--- src/rtl/core/modd_pkg.sv ---
// Shared types, codes and sub-table lookups for the opcode dispatch decoder.
package modd_pkg;

	localparam int unsigned WordW  = 32;
	localparam int unsigned IdW    = 7;
	localparam int unsigned GroupW = 4;

	typedef logic [IdW-1:0]    op_id_t;
	typedef logic [GroupW-1:0] group_t;

	// sub-table codes
	localparam group_t GRP_PRIMARY = 4'd0;
	localparam group_t GRP_SPECIAL = 4'd1;
	localparam group_t GRP_REGIMM  = 4'd2;
	localparam group_t GRP_COP0    = 4'd3;
	localparam group_t GRP_COP1    = 4'd4;
	localparam group_t GRP_FPUS    = 4'd5;
	localparam group_t GRP_COP2    = 4'd6;
	localparam group_t GRP_TLB     = 4'd7;
	localparam group_t GRP_MMI     = 4'd8;
	localparam group_t GRP_MMI1    = 4'd9;
	localparam group_t GRP_MMI2    = 4'd10;
	localparam group_t GRP_MMI3    = 4'd11;
	localparam group_t GRP_LAST    = GRP_MMI3;

	localparam op_id_t OP_UNKNOWN   = 7'd0;
	localparam op_id_t OP_COP2_STUB = 7'd1;
	localparam op_id_t OP_LAST      = 7'd91;

	// opcode field values that redirect to a sub-table
	localparam logic [5:0] OPC_SPECIAL = 6'd0;
	localparam logic [5:0] OPC_REGIMM  = 6'd1;
	localparam logic [5:0] OPC_COP0    = 6'd16;
	localparam logic [5:0] OPC_COP1    = 6'd17;
	localparam logic [5:0] OPC_COP2    = 6'd18;
	localparam logic [5:0] OPC_MMI     = 6'd28;

	localparam logic [4:0] RS_CO      = 5'd16;
	localparam logic [5:0] FN_MMI2    = 6'd9;
	localparam logic [5:0] FN_MMI1    = 6'd40;
	localparam logic [5:0] FN_MMI3    = 6'd41;

	typedef struct packed {
		op_id_t operation_id;
		group_t table_group;
		logic   is_unknown;
	} dec_result_t;

	function automatic op_id_t lut_primary(input logic [5:0] idx);
		op_id_t r;
		case (idx)
			6'd2:  r = 7'd2;
			6'd3:  r = 7'd3;
			6'd4:  r = 7'd4;
			6'd5:  r = 7'd5;
			6'd6:  r = 7'd6;
			6'd7:  r = 7'd7;
			6'd9:  r = 7'd8;
			6'd10: r = 7'd9;
			6'd11: r = 7'd10;
			6'd12: r = 7'd11;
			6'd13: r = 7'd12;
			6'd14: r = 7'd13;
			6'd15: r = 7'd14;
			6'd20: r = 7'd15;
			6'd21: r = 7'd16;
			6'd25: r = 7'd17;
			6'd26: r = 7'd18;
			6'd27: r = 7'd19;
			6'd30: r = 7'd20;
			6'd31: r = 7'd21;
			6'd32: r = 7'd22;
			6'd33: r = 7'd23;
			6'd35: r = 7'd24;
			6'd36: r = 7'd25;
			6'd37: r = 7'd26;
			6'd39: r = 7'd27;
			6'd40: r = 7'd28;
			6'd41: r = 7'd29;
			6'd43: r = 7'd30;
			6'd44: r = 7'd31;
			6'd45: r = 7'd32;
			6'd47: r = 7'd33;
			6'd55: r = 7'd34;
			6'd57: r = 7'd35;
			6'd63: r = 7'd36;
			default: r = OP_UNKNOWN;
		endcase
		return r;
	endfunction

	function automatic op_id_t lut_special(input logic [5:0] idx);
		op_id_t r;
		case (idx)
			6'd0:  r = 7'd37;
			6'd2:  r = 7'd38;
			6'd3:  r = 7'd39;
			6'd4:  r = 7'd40;
			6'd6:  r = 7'd41;
			6'd7:  r = 7'd42;
			6'd8:  r = 7'd43;
			6'd9:  r = 7'd44;
			6'd10: r = 7'd45;
			6'd11: r = 7'd46;
			6'd12: r = 7'd47;
			6'd13: r = 7'd48;
			6'd15: r = 7'd49;
			6'd16: r = 7'd50;
			6'd18: r = 7'd51;
			6'd20: r = 7'd52;
			6'd23: r = 7'd53;
			6'd24: r = 7'd54;
			6'd26: r = 7'd55;
			6'd27: r = 7'd56;
			6'd33: r = 7'd57;
			6'd35: r = 7'd58;
			6'd36: r = 7'd59;
			6'd37: r = 7'd60;
			6'd39: r = 7'd61;
			6'd42: r = 7'd62;
			6'd43: r = 7'd63;
			6'd45: r = 7'd64;
			6'd47: r = 7'd65;
			6'd56: r = 7'd66;
			6'd58: r = 7'd67;
			6'd60: r = 7'd68;
			6'd62: r = 7'd69;
			6'd63: r = 7'd70;
			default: r = OP_UNKNOWN;
		endcase
		return r;
	endfunction

	function automatic op_id_t lut_regimm(input logic [4:0] idx);
		op_id_t r;
		case (idx)
			5'd0: r = 7'd71;
			5'd1: r = 7'd72;
			5'd2: r = 7'd73;
			5'd3: r = 7'd74;
			default: r = OP_UNKNOWN;
		endcase
		return r;
	endfunction

	function automatic op_id_t lut_cop0(input logic [4:0] idx);
		op_id_t r;
		case (idx)
			5'd0: r = 7'd75;
			5'd4: r = 7'd76;
			default: r = OP_UNKNOWN;
		endcase
		return r;
	endfunction

	function automatic op_id_t lut_cop1(input logic [4:0] idx);
		op_id_t r;
		case (idx)
			5'd4: r = 7'd77;
			5'd6: r = 7'd78;
			default: r = OP_UNKNOWN;
		endcase
		return r;
	endfunction

	function automatic op_id_t lut_fpus(input logic [5:0] idx);
		op_id_t r;
		case (idx)
			6'd24: r = 7'd79;
			default: r = OP_UNKNOWN;
		endcase
		return r;
	endfunction

	// unlisted cop2 slots fall to the stub, never to unknown
	function automatic op_id_t lut_cop2(input logic [4:0] idx);
		op_id_t r;
		case (idx)
			5'd2: r = 7'd80;
			5'd6: r = 7'd81;
			default: r = OP_COP2_STUB;
		endcase
		return r;
	endfunction

	function automatic op_id_t lut_tlb(input logic [5:0] idx);
		op_id_t r;
		case (idx)
			6'd2:  r = 7'd82;
			6'd24: r = 7'd83;
			6'd56: r = 7'd84;
			6'd57: r = 7'd85;
			default: r = OP_UNKNOWN;
		endcase
		return r;
	endfunction

	function automatic op_id_t lut_mmi(input logic [5:0] idx);
		op_id_t r;
		case (idx)
			6'd4:  r = 7'd86;
			6'd18: r = 7'd87;
			6'd24: r = 7'd88;
			6'd27: r = 7'd89;
			default: r = OP_UNKNOWN;
		endcase
		return r;
	endfunction

	function automatic op_id_t lut_mmi1(input logic [4:0] idx);
		op_id_t r;
		case (idx)
			5'd16: r = 7'd90;
			default: r = OP_UNKNOWN;
		endcase
		return r;
	endfunction

	function automatic op_id_t lut_mmi3(input logic [4:0] idx);
		op_id_t r;
		case (idx)
			5'd18: r = 7'd91;
			default: r = OP_UNKNOWN;
		endcase
		return r;
	endfunction

endpackage

--- src/rtl/core/modd_decode.sv ---
// Combinational field split, sub-table select and lookup for one instruction word.
module modd_decode (
	input  logic [modd_pkg::WordW-1:0] word,
	output modd_pkg::dec_result_t      res
);
	import modd_pkg::*;

	logic [5:0] opc;
	logic [4:0] rs;
	logic [4:0] rt;
	logic [4:0] imm5;
	logic [5:0] fn;
	op_id_t     id;
	group_t     grp;

	assign opc  = word[31:26];
	assign rs   = word[25:21];
	assign rt   = word[20:16];
	assign imm5 = word[10:6];
	assign fn   = word[5:0];

	always_comb begin
		case (opc)
			OPC_SPECIAL: begin
				grp = GRP_SPECIAL;
				id  = lut_special(fn);
			end
			OPC_REGIMM: begin
				grp = GRP_REGIMM;
				id  = lut_regimm(rt);
			end
			OPC_COP0: begin
				if (rs == RS_CO) begin
					grp = GRP_TLB;
					id  = lut_tlb(fn);
				end else begin
					grp = GRP_COP0;
					id  = lut_cop0(rs);
				end
			end
			OPC_COP1: begin
				if (rs == RS_CO) begin
					grp = GRP_FPUS;
					id  = lut_fpus(fn);
				end else begin
					grp = GRP_COP1;
					id  = lut_cop1(rs);
				end
			end
			OPC_COP2: begin
				grp = GRP_COP2;
				id  = lut_cop2(rs);
			end
			OPC_MMI: begin
				// mmi2 has no entries at all
				if (fn == FN_MMI2) begin
					grp = GRP_MMI2;
					id  = OP_UNKNOWN;
				end else if (fn == FN_MMI1) begin
					grp = GRP_MMI1;
					id  = lut_mmi1(imm5);
				end else if (fn == FN_MMI3) begin
					grp = GRP_MMI3;
					id  = lut_mmi3(imm5);
				end else begin
					grp = GRP_MMI;
					id  = lut_mmi(fn);
				end
			end
			default: begin
				grp = GRP_PRIMARY;
				id  = lut_primary(opc);
			end
		endcase
	end

	assign res.operation_id = id;
	assign res.table_group  = grp;
	assign res.is_unknown   = (id == OP_UNKNOWN);

endmodule

--- src/rtl/core/mips_opcode_dispatch_decoder_top.sv ---
// Top level: input register, decode logic and output register with stream handshakes.
// Path: an accepted item is held in the input register, decoded combinationally, then
//   loaded into the result register, where it is offered until taken; a stalled output
//   holds the result register and a full input register.
// Throughput: one item per cycle; both stages advance together whenever the result
//   register is empty or being taken.
// Reset: arst_n clears both valid flags asynchronously; the data registers are not reset.
module mips_opcode_dispatch_decoder_top (
	input  logic        clk,
	input  logic        arst_n,
	input  logic        s_axis_tvalid,
	output logic        s_axis_tready,
	input  logic [31:0] s_axis_tdata,  // [31:0] instruction_word
	output logic        m_axis_tvalid,
	input  logic        m_axis_tready,
	output logic [7:0]  m_axis_tdata,  // [6:0] operation_id, [7] zero
	output logic [4:0]  m_axis_tuser   // [3:0] table_group, [4] is_unknown
);
	import modd_pkg::*;

	logic               valid_s1;
	logic [WordW-1:0]   word_s1;
	logic               valid_s2;
	dec_result_t        res_s2;
	dec_result_t        dec_res;
	logic               adv_s2;
	logic               adv_s1;

	// stage 2 can load when empty or its item is leaving
	assign adv_s2 = !valid_s2 || m_axis_tready;
	assign adv_s1 = !valid_s1 || adv_s2;

	assign s_axis_tready = adv_s1;

	always_ff @(posedge clk or negedge arst_n) begin
		if (!arst_n) begin
			valid_s1 <= 1'b0;
		end else if (adv_s1) begin
			valid_s1 <= s_axis_tvalid;
		end
	end

	always_ff @(posedge clk) begin
		if (adv_s1 && s_axis_tvalid) begin
			word_s1 <= s_axis_tdata;
		end
	end

	modd_decode u_decode (
		.word (word_s1),
		.res  (dec_res)
	);

	always_ff @(posedge clk or negedge arst_n) begin
		if (!arst_n) begin
			valid_s2 <= 1'b0;
		end else if (adv_s2) begin
			valid_s2 <= valid_s1;
		end
	end

	always_ff @(posedge clk) begin
		if (adv_s2 && valid_s1) begin
			res_s2 <= dec_res;
		end
	end

	assign m_axis_tvalid = valid_s2;
	assign m_axis_tdata  = {1'b0, res_s2.operation_id};
	assign m_axis_tuser  = {res_s2.is_unknown, res_s2.table_group};

endmodule

--- config.mk ---
export PLATFORM = sky130hd
export DESIGN_NAME = mips_opcode_dispatch_decoder_top
export DESIGN_NICKNAME = d
export VERILOG_FILES = /design/src/rtl/core/modd_pkg.sv /design/src/rtl/core/modd_decode.sv /design/src/rtl/core/mips_opcode_dispatch_decoder_top.sv
export SDC_FILE = /design/constraint.sdc
export NUM_CORES = 1
export LEC_CHECK = 0
export BUFFER_PORTS_ARGS = -buffer_cell sky130_fd_sc_hd__buf_4
export CAP_MARGIN = 40
export CORE_MARGIN = 2
export CORE_UTILIZATION = 53
export DETAILED_ROUTE_END_ITERATION = 12
export PLACE_DENSITY = 0.77
export SLEW_MARGIN = 5
export SYNTH_ARGS = -nofsm -noshare
export SYNTH_HDL_FRONTEND = slang
export SYNTH_SLANG_ARGS = --single-unit
--- constraint.sdc ---
create_clock -name clk -period 2.7 [get_ports clk]
set_input_delay 0.54 -clock clk [delete_from_list [all_inputs] [get_ports clk]]
set_output_delay 0.54 -clock clk [all_outputs]
set_load 0.02 [all_outputs]
Word-level counts from Yosys, hierarchy flattened
Memories as Yosys holds them, arrays and structs flattened. A register that Yosys moved wholly into a read port is not among the register bits.
Cells that the tools add are included.
W data, S select, Z words.
{"block": "op_classes", "n_eq_ne": 24, "muxes": 23, "n_reduce_logical": 10}
{"op": "$pmux W7 S4", "n": 3}
{"op": "$mux W7", "n": 8}
{"op": "$eq A6 B5 Y1 const B", "n": 7}
{"op": "$pmux W7 S2", "n": 3}
{"op": "$pmux W7 S6", "n": 1}
{"op": "$eq A6 B6 Y1 const B", "n": 4}
{"op": "$pmux W4 S6", "n": 1}
{"op": "$eq A5 B2 Y1 const B", "n": 3}
{"op": "$eq A5 B5 Y1 const B", "n": 3}
{"op": "$mux W6", "n": 2}
{"op": "$eq A5 B3 Y1 const B", "n": 2}
{"op": "$logic_not A5 Y1", "n": 2}
{"op": "$mux W4", "n": 2}
{"op": "$logic_not A7 Y1", "n": 1}
{"op": "$eq A6 B1 Y1 const B", "n": 1}
{"op": "$eq A6 B2 Y1 const B", "n": 1}
{"op": "$eq A6 B3 Y1 const B", "n": 1}
{"op": "$eq A6 B4 Y1 const B", "n": 1}
{"op": "$logic_not A6 Y1", "n": 1}
{"op": "$eq A5 B1 Y1 const B", "n": 1}
{"op": "$mux W3", "n": 1}
{"op": "$logic_and A1 B1 Y1", "n": 2}
{"op": "$logic_not A1 Y1", "n": 2}
{"op": "$logic_or A1 B1 Y1", "n": 2}
{"op": "2 further kinds", "n": 2}
{"block": "word_totals", "ff_bits": 46, "mem_bits_ro": 832, "n_memories": 2}
{"name": "(name not given)", "words": 64, "width": 7, "rd": 1, "rd_clocked_by_memory_dff": 1, "write_ports": 0, "line": "modd_pkg.sv:94", "text": "case (idx)"}
{"name": "(name not given)", "words": 64, "width": 6, "rd": 1, "rd_clocked_by_memory_dff": 1, "write_ports": 0, "line": "modd_pkg.sv:51", "text": "case (idx)"}

Logic depth before layout (Yosys ltp)
Gate-level depths: netlist of the first run.
{"block": "depth", "ltp_word": 7, "mapped_depth": 12}

Hierarchy
A second synthesis of the first run with hierarchy kept.
{"block": "unflattened", "hier_cells": 319, "area_unflattened_um2": 3158.0}
{"module": "modd_decode", "instances": 1, "cells_each": 265, "area_per_inst_um2": 1721.7, "seq_area_each_um2": 0.0}
{"module": "mips_opcode_dispatch_decoder_top", "instances": 1, "cells_each": 54, "area_per_inst_um2": 1436.4, "seq_area_each_um2": 1371.3}

Worst setup path before layout of the first run
OpenSTA, ideal clock, no wires.
{"block": "synth_timing", "kind": "input -> register", "start": "input m_axis_tready", "end": "register (tool-made name)", "arrival_time_ns": 2.768, "setup_slack_ns": -0.184, "stages": 9, "n_path_buf": 0, "path_cell_list": "and3b_2 inv_4 nand2_1 mux2i_1 inv_1 ha_1 mux4_2 or3b_1 o211a_1"}
{"item": "start: declaration", "line": "mips_opcode_dispatch_decoder_top.sv:15", "text": "input logic m_axis_tready,"}

==> results.md, run 1 <==
- RePlAce Congestion: 0.979
- Sequential share of the synthesized area: 0.391
- Die X: 88.5 microns
- Combinational power share: 0.301
- Cts hold-fix bufs: 1
- Switching Share: 0.307
- Worst vdd ir: 0.000291 V
- H-tree levels: 2
- Worst hold start: s_axis_tdata[7]
- Post-synth EDFFs: 39
- Top-count cell post-synth: edfxtp_1
- Syn nets: 451
- Reg power frac: 0.451
- Most used DFF post-synth: edfxtp_1
- Int Pwr: 1.60 mW
- RR Startpoint: m_axis_tvalid
- Max-cap violations: 0
- Gr ovfl total: 0
- Data arrival, critical path: 2690 ps
- Hold slack: 394 ps
- Fin nets: 532
- N_diodes: 0
- Crit. End Element: register
- Area grow syn2layout: 23.7%
- Clk root buf: clkbuf_8
- DR pass1 iterations: 5
- Number of fill cells: 557
- Vias per inst: approximately 6.4
- Pwr Total: 2.32 mW
- Hold Vio Cnt, Final: 0
- Port Buffer Count: 44
- Final setup viols: 0
- Synth area leader: edfxtp_1
- Flops & latches, synth: 54
- Num CTS Buffers: 5
- Final HPWL DP: 7740 microns
- Starting Density: 0.551
- # IOs: between 50 and 60
- Core Footprint: 0.00687 sq mm
- Starting DRT DRC Count: ~190
- Full die area: 0.00784 sq mm
- First-pass GRT wire length: 16700 microns
- Leak pwr: 1.85 nW
- Die Y: 88.5 microns
- Fin util: 0.682
- Actual slew at the worst max-slew pin: 662 ps
- Worst EP required: 2910 ps
- Min-Delay Path Class: input pin to register
- Detailed Route WL: 10200 microns
- Clock power frac: 0.247
- Asr flop ratio synth: 0.0370
- Final max-slew violation count: 0
- Setup Buffers After CTS: 0
- Final ANT Viol Nets: 0
- Clock Skew: 10.8 ps
- Mean Syn Cell Area: approximately 9.4 sq um
- Status: completed
- Number of global-route vias before repair: 3518
- Dpl cells: 572
- CP startpoint: m_axis_tvalid
- Clock Tree Buf Depth: 2
- Total Routing Usage GR: 0.276
- Synth top cells by count: edfxtp_1, nand2_1, a21oi_1
- # DRC: 0
- Share of the synthesized area in the top cell type: 0.309
- Fin cells: 581
- P_sw: a little over 0.7 mW
- PD cells: 494 mW/mm^2
- Post-synthesis cell count: 403
- Critical Path Source Type: register
- Synth cell types: slightly above 80
- Post-synthesis cell area: 0.00379 sq mm
- F_max: 402 MHz
- Clk_lat worst skew: 310 ps
- Via count: ~3700
- Worst-path maximum fanout: 9
- Slew headroom: 0.553
- Initial antenna violation count: 0
- Routed length per instance: 17.6 microns
- Layout cells sized above 1: 0.278
- WS Path Type: register to register
- CTS resizes: 0
- Final worst path period share: 0.922
- Reg clk slew, reported paths: roughly 100 ps
- Post-layout min period: between 2000 and 2500 ps
- Unrepaired setup endpoints after global routing: false
- Sink Count: 54
- Count of warnings emitted by yosys: 0
- Largest net degree at the start of global routing: 19
- Row cnt: 30
- CTS tree: built
- Synth top area cells: edfxtp_1, dfxtp_1, ha_1, a21oi_1, nand2_1
-- worst max-delay path: stages (launching register included) --
cell     delay, ps
dfrtp_1        410
and3b_2        230
inv_4           80
nand2_1        140
mux2i_2        200
buf_4          180
ha_1           190
mux4_2         460
or3b_1         360
o211a_1        130
-- routing by layer --
layer	global-route usage	part of all wire
met1	0.354	0.42
met2	0.457	0.47
met3	0.0457	0.072
met4	0.125	0.036
met5	0	0
-- cell families (layout without fill, tap and decap cells) --
family          Yosys count  in the layout  synth area share
fa+ha+maj                12             12            0.0397
flops                    54             54             0.391
buf+inv                  42            124            0.0473
other cells               1              1          0.000990
mux                      12             12            0.0364
compound gates          128            128             0.247
xor+xnor                  4              4           0.00925
simple gates            150            150             0.229
-- cells in the final DEF, fill, tap and decap left out, drive strengths merged, types with 8 or more instances in the layout --
cell	n
buf	102
a21oi	24
nor2	24
nand2	28
nand3	21
ha	12
and3	8
a31oi	11
inv	14
dfxtp	13
o21ai	20
edfxtp	39
nor3	11
-- cell type report --
cell class	count	area (sq um)	area share
repair buffers	103	776	0.166
clock buffers	6	82.6	0.0176
multi-input cells	307	2130	0.456
clock inverters	2	38.8	0.00828
inverters	13	51.3	0.0110
well taps	96	120	0.0256
flip-flops and latches	54	1480	0.316
-- path summary, 6_finish.rpt --
check	endpoint	slack, ps	cells after the start
setup reg to reg	register	210	9
hold reg to reg	m_axis_tvalid	490	1
setup / recovery	register	210	9
hold / removal	word_s1[7]	390	1
max in group asynchronous	m_axis_tvalid	2080	2
min in group asynchronous	valid_s1	530	2
-- power groups by stage --
stage	clock network [mW]	registers, mW	logic [mW]
6_report	0.573	1.04	0.697
5_1_grt	0.619	1.06	0.759
4_1_cts	0.583	1.04	0.689
3_5_place_dp	0	1.06	0.683
3_3_place_gp	0	1.06	0.674
2_1_floorplan	0	1.05	0.410
-- metrics by stage --
stage | worst slack (ps) | setup TNS, ps | instance area [sq um]
final | 212 | 0 | 4680
after global routing | 27.9 | 0 | 4680
after CTS | 222 | 0 | 4680
after detailed placement | -57.8 | -93.6 | 4550
after global placement | -2.59 | -2.59 | 4550
after floorplan | -62.8 | -62.8 | 3790
Note: power is estimated with default switching activity, not from simulation.
==> run 2, diff against run 1 <==
CORE_UTILIZATION = 62   (was 53)
PLACE_DENSITY = 0.85   (was 0.77)
clock period = 3.11 ns   (was 2.7 ns; I/O delays follow)
==> results.md, run 2 (synthesis gave the netlist of run 1 again) <==
- Status: completed
- Worst-path maximum fanout: 16
- Full die area: 0.00675 sq mm
- # IOs: 51
- Starting DRT DRC Count: 423
- Fin cells: roughly 520
- Vias per inst: a little under 7
- CTS resizes: 0
- Critical Path Source Type: input pin
- Placement Cell Area: 0.00425 sq mm
- Final setup viols: 0
- Port Buffer Count: between 40 and 50
- Cts hold-fix bufs: 0
- Initial antenna violation count: 0
- F_max: roughly 380 MHz
- Hold Vio Cnt, Final: 0
- Setup Buffers After CTS: 0
- Num CTS Buffers: 5
- Worst slack, placed: 114 ps
- R2R cell count: 9
- Final worst path period share: 0.857
- Clock Tree Buf Depth: 2
- Worst setup slack after layout: 444 ps
- Total Routing Usage GR: 0.316
- Post-layout min period: 2670 ps
- CP Cell Sequence: buf_4 > and3b_2 > inv_4 > a21boi_1 > nor2_8 > ha_1 > mux4_2 > or3b_1 > o211a_1
- Clock Skew: 12.7 ps
- Reg clk slew, reported paths: 100 ps
- Max-cap violations: 0
- Gr ovfl total: 0
- WP depth: 9
- CP bufs+invs: 2
- Number of global-route vias before repair: 3267
- Fin util: 0.733
- Hold slack: 65.5 ps
- Final ANT Viol Nets: 0
- Die Y: 82.1 microns
- Slew headroom: 0.472
- Final HPWL DP: 7540 microns
- PD cells: 430 mW/mm^2
- Starting Density: 0.639
- Clk root buf: clkbuf_8
- Setup TNS: 0 ps
- Fin nets: slightly below 500
- Routed length per instance: 19.6 microns
- Sink Count: 54
- Area grow syn2layout: 14.6%
- Dpl cells: 514
- Final Instance Area: 0.00434 sq mm
- Via count: ~3600
- Commonest non-fill, non-tap cells in the layout: buf_4, edfxtp_1, nand2_1
- Layout cells sized above 1: 0.213
- RePlAce Congestion: approximately 0.95
- CP delay by family, top: simple AND/OR/NAND/NOR gates
- Slowest stage cell, crit path: a21boi_1
- R2r setup slk: ~500 ps
- Unrepaired setup endpoints after global routing: false
- Worst vdd ir: just over 0.0003 V
- First-pass GRT wire length: 16300 microns
- Core Footprint: between 0.005 and 0.006 sq mm
- Leak pwr: about 1.7 nW
- Crit-path max cell delay: 460 ps
- Final max-slew violation count: 0
- Data arrival, critical path: 2880 ps
- # DRC: 0
- Clk_lat worst skew: 320 ps
- Actual slew at the worst max-slew pin: 790 ps
- Row cnt: 28
- Crit. End Element: register
- Number of fill cells: between 400 and 500
- RR Startpoint: valid_s1
- N_diodes: 0
- Largest net degree at the start of global routing: 19
- CTS tree: built
- Detailed Route WL: 10200 microns
- WS Path Type: input pin to register
- Commonest non-fill, non-tap cell in the layout: buf_4
- CP startpoint: m_axis_tready
- H-tree levels: 2
- Die X: 82.1 microns
- Pwr Total: 1.86 mW
- DR pass1 iterations: 5
- Worst EP required: roughly 3300 ps
- Min-Delay Path Class: input pin to asynchronous set/reset pin
==> run 2: area by class of cell <==
| cell class | count | area [sq um] | area share |
|---|---|---|---|
| Tap cell | 75 | 93.8 | 0.0216 |
| Multi-Input combinational cell | 307 | 2130 | 0.490 |
| Clock inverter | 2 | 13.8 | 0.00317 |
| Inverter | 13 | 51.3 | 0.0118 |
| Sequential cell | 54 | 1480 | 0.341 |
| Timing Repair Buffer | 65 | 500 | 0.115 |
| Clock buffer | 6 | 72.6 | 0.0167 |
==> run 2: metal layers <==
layer,part of all wire,GRT usage,vias to the layer above
li1,-,-,1661
met1,0.43,0.439,1670
met2,0.46,0.503,222
met3,0.078,0.0402,30
met4,0.032,0.125,0
met5,0,0,-
==> run 2: worst min-delay path by stage <==
stage / to / start / slack (ps) / cells past startpoint
after global routing: valid_s1 / arst_n / 60 / 1
final: valid_s1 / arst_n / 70 / 1
after global placement: m_axis_tvalid / arst_n / 400 / 1
after floorplan: m_axis_tvalid / arst_n / 330 / 0
after detailed placement: valid_s1 / arst_n / 410 / 1
after CTS: valid_s1 / arst_n / 70 / 1
==> run 2: worst register-to-register path: cells and delay by family (launching register included) <==
kind | cells | cell delay [ps]
buffers and inverters | 2 | 370
adders and majority gates | 1 | 210
muxes | 2 | 630
AOI/OAI and AO/OA | 1 | 140
and+or+nand+nor | 3 | 770
DFF | 1 | 400
==> run 2: report_power, final <==
part           switching (mW)  internal [mW]
clock network           0.246          0.161
registers              0.0616          0.852
logic                   0.315          0.228
